**config.mk**
```make
export PLATFORM = sky130hd
export DESIGN_NAME = rc_servo_frame_decoder
export DESIGN_NICKNAME = d
export VERILOG_FILES = /design/src/hw/rtl/rsfd_pkg.sv /design/src/hw/rtl/rsfd_parser.sv /design/src/hw/rtl/rsfd_frame_sreg.sv /design/src/hw/rtl/rsfd_channel_out.sv /design/src/hw/rtl/rc_servo_frame_decoder.sv
export SDC_FILE = /design/constraint.sdc
export NUM_CORES = 1
export LEC_CHECK = 0
export BUFFER_PORTS_ARGS = -buffer_cell sky130_fd_sc_hd__buf_2
export CAP_MARGIN = 20
export CORE_MARGIN = 2
export CORE_UTILIZATION = 27
export CTS_CLUSTER_DIAMETER = 80
export CTS_CLUSTER_SIZE = 25
export DETAILED_ROUTE_END_ITERATION = 7
export SLEW_MARGIN = 30
export SYNTH_ARGS = -nofsm -noshare
export SYNTH_HDL_FRONTEND = slang
export SYNTH_SLANG_ARGS = --single-unit
```
**constraint.sdc**
```tcl
create_clock -name clk_i -period 11.75 [get_ports clk_i]
set_input_delay 2.35 -clock clk_i [delete_from_list [all_inputs] [get_ports clk_i]]
set_output_delay 2.35 -clock clk_i [all_outputs]
set_load 0.005 [all_outputs]
```
**src/hw/rtl/rsfd_pkg.sv**
```systemverilog
// Package for the RC servo frame decoder: state codes, frame constants
// and the control structs passed between its submodules. No dependencies.
`timescale 1ns / 1ps

package rsfd_pkg;

  localparam logic [7:0] HDR_BYTE      = 8'h0F;
  localparam logic [7:0] END_BYTE      = 8'h00;
  localparam int unsigned RAW_W        = 11;
  localparam int unsigned WIDTH_W      = 12;
  localparam int unsigned CH_IDX_W     = 4;
  localparam int unsigned BITCNT_W     = $clog2(RAW_W);
  localparam int unsigned FLAGS_W      = 4;
  localparam logic [WIDTH_W-1:0] WIDTH_LO = 12'd880;
  localparam logic [7:0] TIMEOUT_RESET = 8'd10;

  typedef enum logic [2:0] {
    ST_HUNT = 3'b001,
    ST_DATA = 3'b010,
    ST_END  = 3'b100
  } parse_state_e;

  // parser -> frame register and channel unit
  typedef struct packed {
    logic       store;
    logic [7:0] data;
    logic       start;
  } frame_ctrl_t;

  // frame register -> channel unit
  typedef struct packed {
    logic               data_bit;
    logic [FLAGS_W-1:0] flags;
  } bit_stream_t;

endpackage

```
**src/hw/rtl/rsfd_parser.sv**
```systemverilog
// Frame parser: header hunt, data byte count and millisecond timeout.
// Depends on rsfd_pkg.
`timescale 1ns / 1ps

module rsfd_parser #(
  parameter int unsigned DATA_BYTES = 23
) (
  input  logic                clk_i,
  input  logic                rst_ni,
  input  logic                accept_i,
  input  logic                kind_i,
  input  logic [7:0]          byte_value_i,
  input  logic [7:0]          timeout_ms_i,
  output rsfd_pkg::frame_ctrl_t ctrl_o
);

  localparam int unsigned CNT_W = $clog2(DATA_BYTES + 1);

  rsfd_pkg::parse_state_e state_q, state_d;
  logic [CNT_W-1:0] count_q, count_d;
  logic [7:0]       elapsed_q, elapsed_d;

  always_comb begin
    state_d      = state_q;
    count_d      = count_q;
    elapsed_d    = elapsed_q;
    ctrl_o.store = 1'b0;
    ctrl_o.data  = byte_value_i;
    ctrl_o.start = 1'b0;
    if (accept_i) begin
      if (kind_i) begin
        if (elapsed_q != 8'hFF) begin
          elapsed_d = elapsed_q + 8'd1;
        end
        if (state_q != rsfd_pkg::ST_HUNT && elapsed_d > timeout_ms_i) begin
          state_d = rsfd_pkg::ST_HUNT;
        end
      end else begin
        case (state_q)
          rsfd_pkg::ST_DATA: begin
            ctrl_o.store = 1'b1;
            count_d      = count_q + CNT_W'(1);
            if (count_q == CNT_W'(DATA_BYTES - 1)) begin
              state_d = rsfd_pkg::ST_END;
            end
          end
          rsfd_pkg::ST_END: begin
            state_d = rsfd_pkg::ST_HUNT;
            if (byte_value_i == rsfd_pkg::END_BYTE) begin
              ctrl_o.start = 1'b1;
            end
          end
          default: begin
            state_d = rsfd_pkg::ST_HUNT;
            if (byte_value_i == rsfd_pkg::HDR_BYTE) begin
              elapsed_d = 8'd0;
              count_d   = '0;
              state_d   = rsfd_pkg::ST_DATA;
            end
          end
        endcase
      end
    end
  end

  always_ff @(posedge clk_i or negedge rst_ni) begin
    if (!rst_ni) begin
      state_q   <= rsfd_pkg::ST_HUNT;
      count_q   <= '0;
      elapsed_q <= 8'd0;
    end else begin
      state_q   <= state_d;
      count_q   <= count_d;
      elapsed_q <= elapsed_d;
    end
  end

endmodule

```
**src/hw/rtl/rsfd_frame_sreg.sv**
```systemverilog
// Frame shift register: takes data bytes in a byte at a time and
// shifts the frame out MSB first, one bit per cycle while shift_i is high. Depends on rsfd_pkg.
`timescale 1ns / 1ps

module rsfd_frame_sreg #(
  parameter int unsigned DATA_BYTES = 23
) (
  input  logic                  clk_i,
  input  rsfd_pkg::frame_ctrl_t ctrl_i,
  input  logic                  shift_i,
  output rsfd_pkg::bit_stream_t stream_o
);

  localparam int unsigned FRAME_BITS = DATA_BYTES * 8;

  logic [FRAME_BITS-1:0]        frame_q;
  logic [rsfd_pkg::FLAGS_W-1:0] flags_q;

  // Zero fill on shift: channel bits past the stored frame read as zero.
  always_ff @(posedge clk_i) begin
    if (ctrl_i.store) begin
      frame_q <= {frame_q[FRAME_BITS-9:0], ctrl_i.data};
    end else if (shift_i) begin
      frame_q <= {frame_q[FRAME_BITS-2:0], 1'b0};
    end
    if (ctrl_i.start) begin
      flags_q <= frame_q[7:4];
    end
  end

  assign stream_o.data_bit = frame_q[FRAME_BITS-1];
  assign stream_o.flags    = flags_q;

endmodule

```
**src/hw/rtl/rsfd_channel_out.sv**
```systemverilog
// Channel unit: gathers 11 frame bits per channel, maps the value to a
// pulse width and holds each result in the output register. Depends on rsfd_pkg.
`timescale 1ns / 1ps

module rsfd_channel_out #(
  parameter int unsigned CHANNELS = 16
) (
  input  logic                                 clk_i,
  input  logic                                 rst_ni,
  input  logic                                 start_i,
  input  rsfd_pkg::bit_stream_t                stream_i,
  output logic                                 shift_o,
  output logic                                 busy_o,
  output logic                                 out_valid_o,
  input  logic                                 out_stall_i,
  output logic [rsfd_pkg::CH_IDX_W-1:0]        channel_index_o,
  output logic [rsfd_pkg::RAW_W-1:0]           raw_value_o,
  output logic [rsfd_pkg::WIDTH_W-1:0]         pulse_width_o,
  output logic                                 digital_a_o,
  output logic                                 digital_b_o,
  output logic                                 frame_lost_o,
  output logic                                 failsafe_o,
  output logic                                 last_o
);

  localparam int unsigned RW = rsfd_pkg::RAW_W;
  localparam int unsigned BW = rsfd_pkg::BITCNT_W;
  localparam int unsigned CW = rsfd_pkg::CH_IDX_W;

  // raw * 1280 / 2047 + 880. With x = raw * 1280 = q0 * 2048 + lo,
  // x = q0 * 2047 + (q0 + lo), and q0 + lo stays below 2 * 2047.
  function automatic logic [rsfd_pkg::WIDTH_W-1:0] map_width(input logic [RW-1:0] raw);
    logic [13:0] p;
    logic [10:0] q0;
    logic [10:0] lo;
    logic [11:0] s;
    logic [10:0] q;
    p  = {1'b0, raw, 2'b00} + {3'b000, raw};
    q0 = p[13:3];
    lo = {p[2:0], 8'h00};
    s  = {1'b0, q0} + {1'b0, lo};
    q  = q0 + ((s >= 12'd2047) ? 11'd1 : 11'd0);
    return {1'b0, q} + rsfd_pkg::WIDTH_LO;
  endfunction

  logic          busy_q, busy_d;
  logic [BW-1:0] bitcnt_q, bitcnt_d;
  logic [CW-1:0] ch_q, ch_d;
  logic [RW-2:0] acc_q, acc_d;
  logic          valid_q, valid_d;
  logic          finish, out_free, load;
  logic [RW-1:0] raw_full;

  assign out_free = !valid_q || !out_stall_i;
  assign finish   = busy_q && (bitcnt_q == BW'(RW - 1));
  assign shift_o  = busy_q && (!finish || out_free);
  assign load     = shift_o && finish;
  assign raw_full = {acc_q, stream_i.data_bit};

  always_comb begin
    busy_d   = busy_q;
    bitcnt_d = bitcnt_q;
    ch_d     = ch_q;
    acc_d    = acc_q;
    valid_d  = valid_q && out_stall_i;
    if (start_i) begin
      busy_d   = 1'b1;
      bitcnt_d = '0;
      ch_d     = '0;
    end else if (shift_o) begin
      if (finish) begin
        valid_d  = 1'b1;
        bitcnt_d = '0;
        ch_d     = ch_q + CW'(1);
        if (ch_q == CW'(CHANNELS - 1)) begin
          busy_d = 1'b0;
        end
      end else begin
        acc_d    = {acc_q[RW-3:0], stream_i.data_bit};
        bitcnt_d = bitcnt_q + BW'(1);
      end
    end
  end

  always_ff @(posedge clk_i or negedge rst_ni) begin
    if (!rst_ni) begin
      busy_q   <= 1'b0;
      bitcnt_q <= '0;
      ch_q     <= '0;
      valid_q  <= 1'b0;
    end else begin
      busy_q   <= busy_d;
      bitcnt_q <= bitcnt_d;
      ch_q     <= ch_d;
      valid_q  <= valid_d;
    end
  end

  always_ff @(posedge clk_i) begin
    acc_q <= acc_d;
    if (load) begin
      channel_index_o <= ch_q;
      raw_value_o     <= raw_full;
      pulse_width_o   <= map_width(raw_full);
      digital_a_o     <= stream_i.flags[3];
      digital_b_o     <= stream_i.flags[2];
      frame_lost_o    <= stream_i.flags[1];
      failsafe_o      <= stream_i.flags[0];
      last_o          <= (ch_q == CW'(CHANNELS - 1));
    end
  end

  assign busy_o      = busy_q;
  assign out_valid_o = valid_q;

endmodule

```
**src/hw/rtl/rc_servo_frame_decoder.sv**
```systemverilog
// RC servo frame decoder, top level: parser, frame shift register and
// channel unit. Depends on rsfd_pkg, rsfd_parser, rsfd_frame_sreg, rsfd_channel_out.
//
// Input channel (in_valid_i / in_stall_o): each request is either a received
// serial byte (kind_i = 0, byte_value_i) or a one millisecond tick (kind_i = 1).
// The parser hunts for header 0x0F, stores the data bytes and checks the 0x00
// end byte. Once a frame is accepted, the frame shift register moves out one
// bit per cycle while no finished channel is held by an output stall, and the
// channel unit builds each 11-bit value from 11 of those bits, CHANNELS results
// per frame. During that time in_stall_o is high; it drops as soon as the last
// channel enters the output register, so the next request is taken while the
// last result still waits.
// Output channel (out_valid_o / out_stall_i): one result per request; a
// stalled result holds, and the bit shifting pauses when a finished channel
// cannot enter the output register.
// Configuration: cfg_valid_i / cfg_ready_o writes the frame timeout in ms;
// cfg_ready_o is always high. Write it only while the block is idle.
// Reset: timeout returns to 10 ms, the parser to the header hunt, elapsed time
// to zero, and no result is pending. The frame storage is not cleared.
`timescale 1ns / 1ps

module rc_servo_frame_decoder #(
  parameter int unsigned DATA_BYTES = 23,
  parameter int unsigned CHANNELS   = 16
) (
  input  logic                          clk_i,
  input  logic                          rst_ni,
  input  logic                          in_valid_i,
  output logic                          in_stall_o,
  input  logic                          kind_i,
  input  logic [7:0]                    byte_value_i,
  input  logic                          cfg_valid_i,
  output logic                          cfg_ready_o,
  input  logic [7:0]                    cfg_frame_timeout_ms_i,
  output logic                          out_valid_o,
  input  logic                          out_stall_i,
  output logic [rsfd_pkg::CH_IDX_W-1:0] channel_index_o,
  output logic [rsfd_pkg::RAW_W-1:0]    raw_value_o,
  output logic [rsfd_pkg::WIDTH_W-1:0]  pulse_width_o,
  output logic                          digital_a_o,
  output logic                          digital_b_o,
  output logic                          frame_lost_o,
  output logic                          failsafe_o,
  output logic                          last_o
);

  logic                  accept;
  logic                  busy;
  logic                  shift;
  logic [7:0]            timeout_q;
  rsfd_pkg::frame_ctrl_t ctrl;
  rsfd_pkg::bit_stream_t stream;

  // Hold off all requests while a frame is being unpacked.
  assign in_stall_o  = busy;
  assign accept      = in_valid_i && !busy;
  assign cfg_ready_o = 1'b1;

  always_ff @(posedge clk_i or negedge rst_ni) begin
    if (!rst_ni) begin
      timeout_q <= rsfd_pkg::TIMEOUT_RESET;
    end else if (cfg_valid_i) begin
      timeout_q <= cfg_frame_timeout_ms_i;
    end
  end

  rsfd_parser #(
    .DATA_BYTES(DATA_BYTES)
  ) u_parser (
    .clk_i       (clk_i),
    .rst_ni      (rst_ni),
    .accept_i    (accept),
    .kind_i      (kind_i),
    .byte_value_i(byte_value_i),
    .timeout_ms_i(timeout_q),
    .ctrl_o      (ctrl)
  );

  rsfd_frame_sreg #(
    .DATA_BYTES(DATA_BYTES)
  ) u_frame (
    .clk_i   (clk_i),
    .ctrl_i  (ctrl),
    .shift_i (shift),
    .stream_o(stream)
  );

  rsfd_channel_out #(
    .CHANNELS(CHANNELS)
  ) u_chan (
    .clk_i          (clk_i),
    .rst_ni         (rst_ni),
    .start_i        (ctrl.start),
    .stream_i       (stream),
    .shift_o        (shift),
    .busy_o         (busy),
    .out_valid_o    (out_valid_o),
    .out_stall_i    (out_stall_i),
    .channel_index_o(channel_index_o),
    .raw_value_o    (raw_value_o),
    .pulse_width_o  (pulse_width_o),
    .digital_a_o    (digital_a_o),
    .digital_b_o    (digital_b_o),
    .frame_lost_o   (frame_lost_o),
    .failsafe_o     (failsafe_o),
    .last_o         (last_o)
  );

endmodule

```
==> results.ini <==
[outcome]
status = finished, final reports clean

[grt]
overflow = 0
grt_pass1_wl_um = 32470
antenna_found_initial = 0
grt_pass1_vias = 6064
grt_start_max_net_pins = 96
grt_util_all_layers_pct = 8.774

[pwr]
ir_drop_uv = 74.03
p_leak_nw = 3.974
clockPowerShare_pct = 34.7
comb_power_share_pct = 2.9
p_total_mw = 1.631
p_per_area_mw_per_mm2 = 122.7
p_int_mw = 1.292
p_sw_share_pct = 20.83
switching_power_mw = 0.3398
p_seq_share_pct = 62.4

[yosys]
synth_top_area_share_pct = 58.15
syn_inst = 769
yosys.area_share.adder_pct = 3.476
synth_seq_area_share_pct = 65.34
yosys.area_share.simple_pct = 5.130
synth_xor_area_share_pct = 2.212
async_flop_share_pct = 12.88
synth_ff_type = edfxtp_1
ys_types = 57
synth.mux.area_fraction_pct = 17.62
synth_top_family_by_area = multiplexers
synth_top_cell_by_area = edfxtp_1
synth.area.top_cells = edfxtp_1 58%, mux2_2 18%, dfrtp_1 6.5%, ha_1 3.1%, o21ai_0 1.3%
synth_edf_count = 230
syn_area_per_cell_um2 = 15.45
synth_nets = 822
yosys_warnings = 0
synth_compound_area_share_pct = 4.477
syn-cell-area_mm2 = 0.01188
yosys_register_bits = 264

[sta]
hold_violations = 0
fin_crit_sh_pct = 48.00
fmax_mhz = 177.3
finalMaxSlewViolations = 0
tightest_slew_ns = 0.9501
setup_violations = 0
rsz0062_at_grt = no
final.setup.tns_ns = 0
skew_ns = 0.02653
slew-limit-headroom_pct = 36.66
fin_crit_ns = 5.640

[setup_path]
critPathSlowestCell = edfxtp_1
arrival_ns = 5.90
cp_max_fo = 8
reg2reg_to = u_chan.pulse_width_o[10]$_DFFE_PP_
path_delay_family = adder cells
end_kind = flip-flop
worst_setup_path_start_kind = flip-flop
r2r-start = u_frame.frame_q[183]$_DFFE_PP_
crit_top_cell = xnor2_1
worstPathRequired_ns = 12.01
path_cells = ha_1, fa_1, a21o_1, a221oi_2, nand2b_2, a21boi_1, o21ai_0, xnor2_1, inv_1, fa_1, xnor2_1, nand4_1, o41ai_1, ha_1, and3_1, nand3_1, xnor2_1, ha_1, a21oi_1, o21ai_0, o211ai_2, xnor2_1
criticalPathCategory = reg -> reg
crit_path_max_incr_delay_ns = 0.48
crit_buf_inv = 1
r2r_cells = 22
r2r_setup_slack_ns = 6.11

[drt]
routed_via_density = 4.405
met1_length_um = 9741
wl_met3_um = 675
routed_wl_um = 20050
wire_per_inst_um = 14.21
ant_nets = 0
dr.first_iter.drc_count = 420
top_layer = met4
drt_pre_antenna_iters = 4
dr_total_vias = 6215
drc = 0
wl_met2_um = 9207

[clock_network]
clk_latency_ns = 0.51
cts_made_buffers = 15
cts_resized = 0
post_cts_buffers = 0
clockBufferDepth = 3
cts_tree = yes
cts.clk_slew.worst_paths_ns = 0.10
h-tree-depth = 1
cts_num_sinks = 264
root_buffer = clkbuf_16
holdBufCountCts = 0

[die]
die_w_um = 213.7
num_rows = 76
start_util_pct = 27.45
core_mm2 = 0.04327
io_pins = 57
fp.dieH_um = 213.7
die-area_mm2 = 0.04568

[layout]
layout.nets = 872
layout-drive-gt1-share_pct = 33.78
antenna_cells = 0
syn_to_final_growth_pct = 11.96
fin_area_mm2 = 0.01330

[placement]
placed_area_mm2 = 0.01283
place_hpwl_um = 13310
place.gp.congestion = 0.7720
portBuffers = 55

[flow_run]
drv_cap = 0

[min_path]
min_path_cells = 0
min_to = u_chan.frame_lost_o$_DFFE_PP_
min_path_type = reg -> reg
hp-start = u_frame.flags_q[1]$_DFFE_PP_

metrics by stage:
step	util, %	instances	setup WS [ns]	hold slack [ns]
floorplan	-	769	3.767	0.4003
global route	30.73	1411	5.578	0.4388
global placement	29.64	1387	6.044	0.4088
CTS	30.73	1411	6.085	0.4362
finish	30.73	1411	6.110	0.4332
detailed placement	29.66	1387	6.102	0.4134
final cells by class:
cell class | instances | area [um^2]
Clock buffer | 20 | 415.4
Sequential cell | 264 | 7761
Tap cell | 585 | 732.0
Fill cell | 4288 | 29970
Inverter | 24 | 90.09
Timing Repair Buffer | 60 | 324.1
Multi-Input combinational cell | 454 | 3929
Clock inverter | 4 | 46.29
synth_stat cells (2+ instances only):
library cell,count
nand2b_1,2
nand2_1,39
nand4_1,6
buf_1,5
nand4b_1,2
a31oi_1,3
o21a_1,5
and3_1,5
edfxtp_1,230
nand3_1,15
a32o_1,5
xnor2_1,17
dfrtp_1,31
o41ai_1,2
ha_1,29
o31ai_1,2
mux2_2,185
a21oi_1,18
nor2b_1,5
a21o_1,5
fa_1,2
inv_1,24
xor2_1,13
nor3_1,7
nor2_1,29
o21ai_0,31
dfstp_2,3
clkbuf_1,20
routing by layer:
metal | up-vias | GRT usage (%)
met2 | 100 | 13.84
met1 | 3090 | 12.61
met4 | 0 | 2.107
met5 | - | 0
met3 | 22 | 1.435
li1 | 3003 | -
state kept, by name, summed over array words and instances (netlist names), 3 cells and up:
name and cells:
u_frame.frame_q 184, u_frame.flags_q 4, u_chan.ch_q 4, u_chan.channel_index_o 4
u_chan.acc_q 10, u_chan.pulse_width_o 12, u_parser.elapsed_q 8, u_chan.bitcnt_q 4
u_chan.raw_value_o 11, timeout_q 8, u_parser.state_q 3, u_parser.count_q 5
power by group through the flow:
stage               registers, mW  clock network (mW)  logic, mW
finish                       1.02               0.566     0.0472
floorplan                    1.04                   0     0.0322
global placement             1.04                   0     0.0461
global route                 1.02               0.621     0.0554
detailed placement           1.04                   0     0.0477
CTS                          1.02               0.591     0.0482
how the worst max path moves through the flow:
stage,from,to,slack [ns],cells after the start
after floorplan,in_valid_i,u_frame.frame_q[0]$_SDFFCE_PN0P_,3.77,6
after global placement,in_valid_i,u_frame.frame_q[50]$_DFFE_PP_,6.04,8
after detailed placement,u_frame.frame_q[183]$_DFFE_PP_,u_chan.pulse_width_o[10]$_DFFE_PP_,6.10,22
after CTS,u_frame.frame_q[183]$_DFFE_PP_,u_chan.pulse_width_o[10]$_DFFE_PP_,6.08,22
after global routing,u_frame.frame_q[183]$_DFFE_PP_,u_chan.pulse_width_o[10]$_DFFE_PP_,5.58,22
final,u_frame.frame_q[183]$_DFFE_PP_,u_chan.pulse_width_o[10]$_DFFE_PP_,6.11,22
logic make-up after synthesis:
kind of cell,after synthesis
adders and majority gates,32
buffers and inverters,51
xor gates and xnor gates,30
AOI/OAI and AO/OA,83
DFF,264
and+or+nand+nor,122
other,1
muxes,186
cell usage in the layout (no fill, tap or decap), drive strengths merged, types with 2 or more instances in the layout:
master / n
mux2: 185
a32o: 5
xor2: 13
a21oi: 18
o31ai: 2
clkinv: 2
or3: 2
nand4b: 2
nand3: 15
nand2b: 3
o21a: 5
a31oi: 3
edfxtp: 230
nor2: 29
nand2: 39
or2: 3
a21o: 5
dfrtp: 31
nand4: 6
buf: 60
inv: 26
nor3: 8
ha: 29
o41ai: 2
xnor2: 17
dfstp: 3
nor2b: 5
o21ai: 32
clkbuf: 20
fa: 2
and3: 5
No activity file was read; power rests on OpenSTA's default activity.
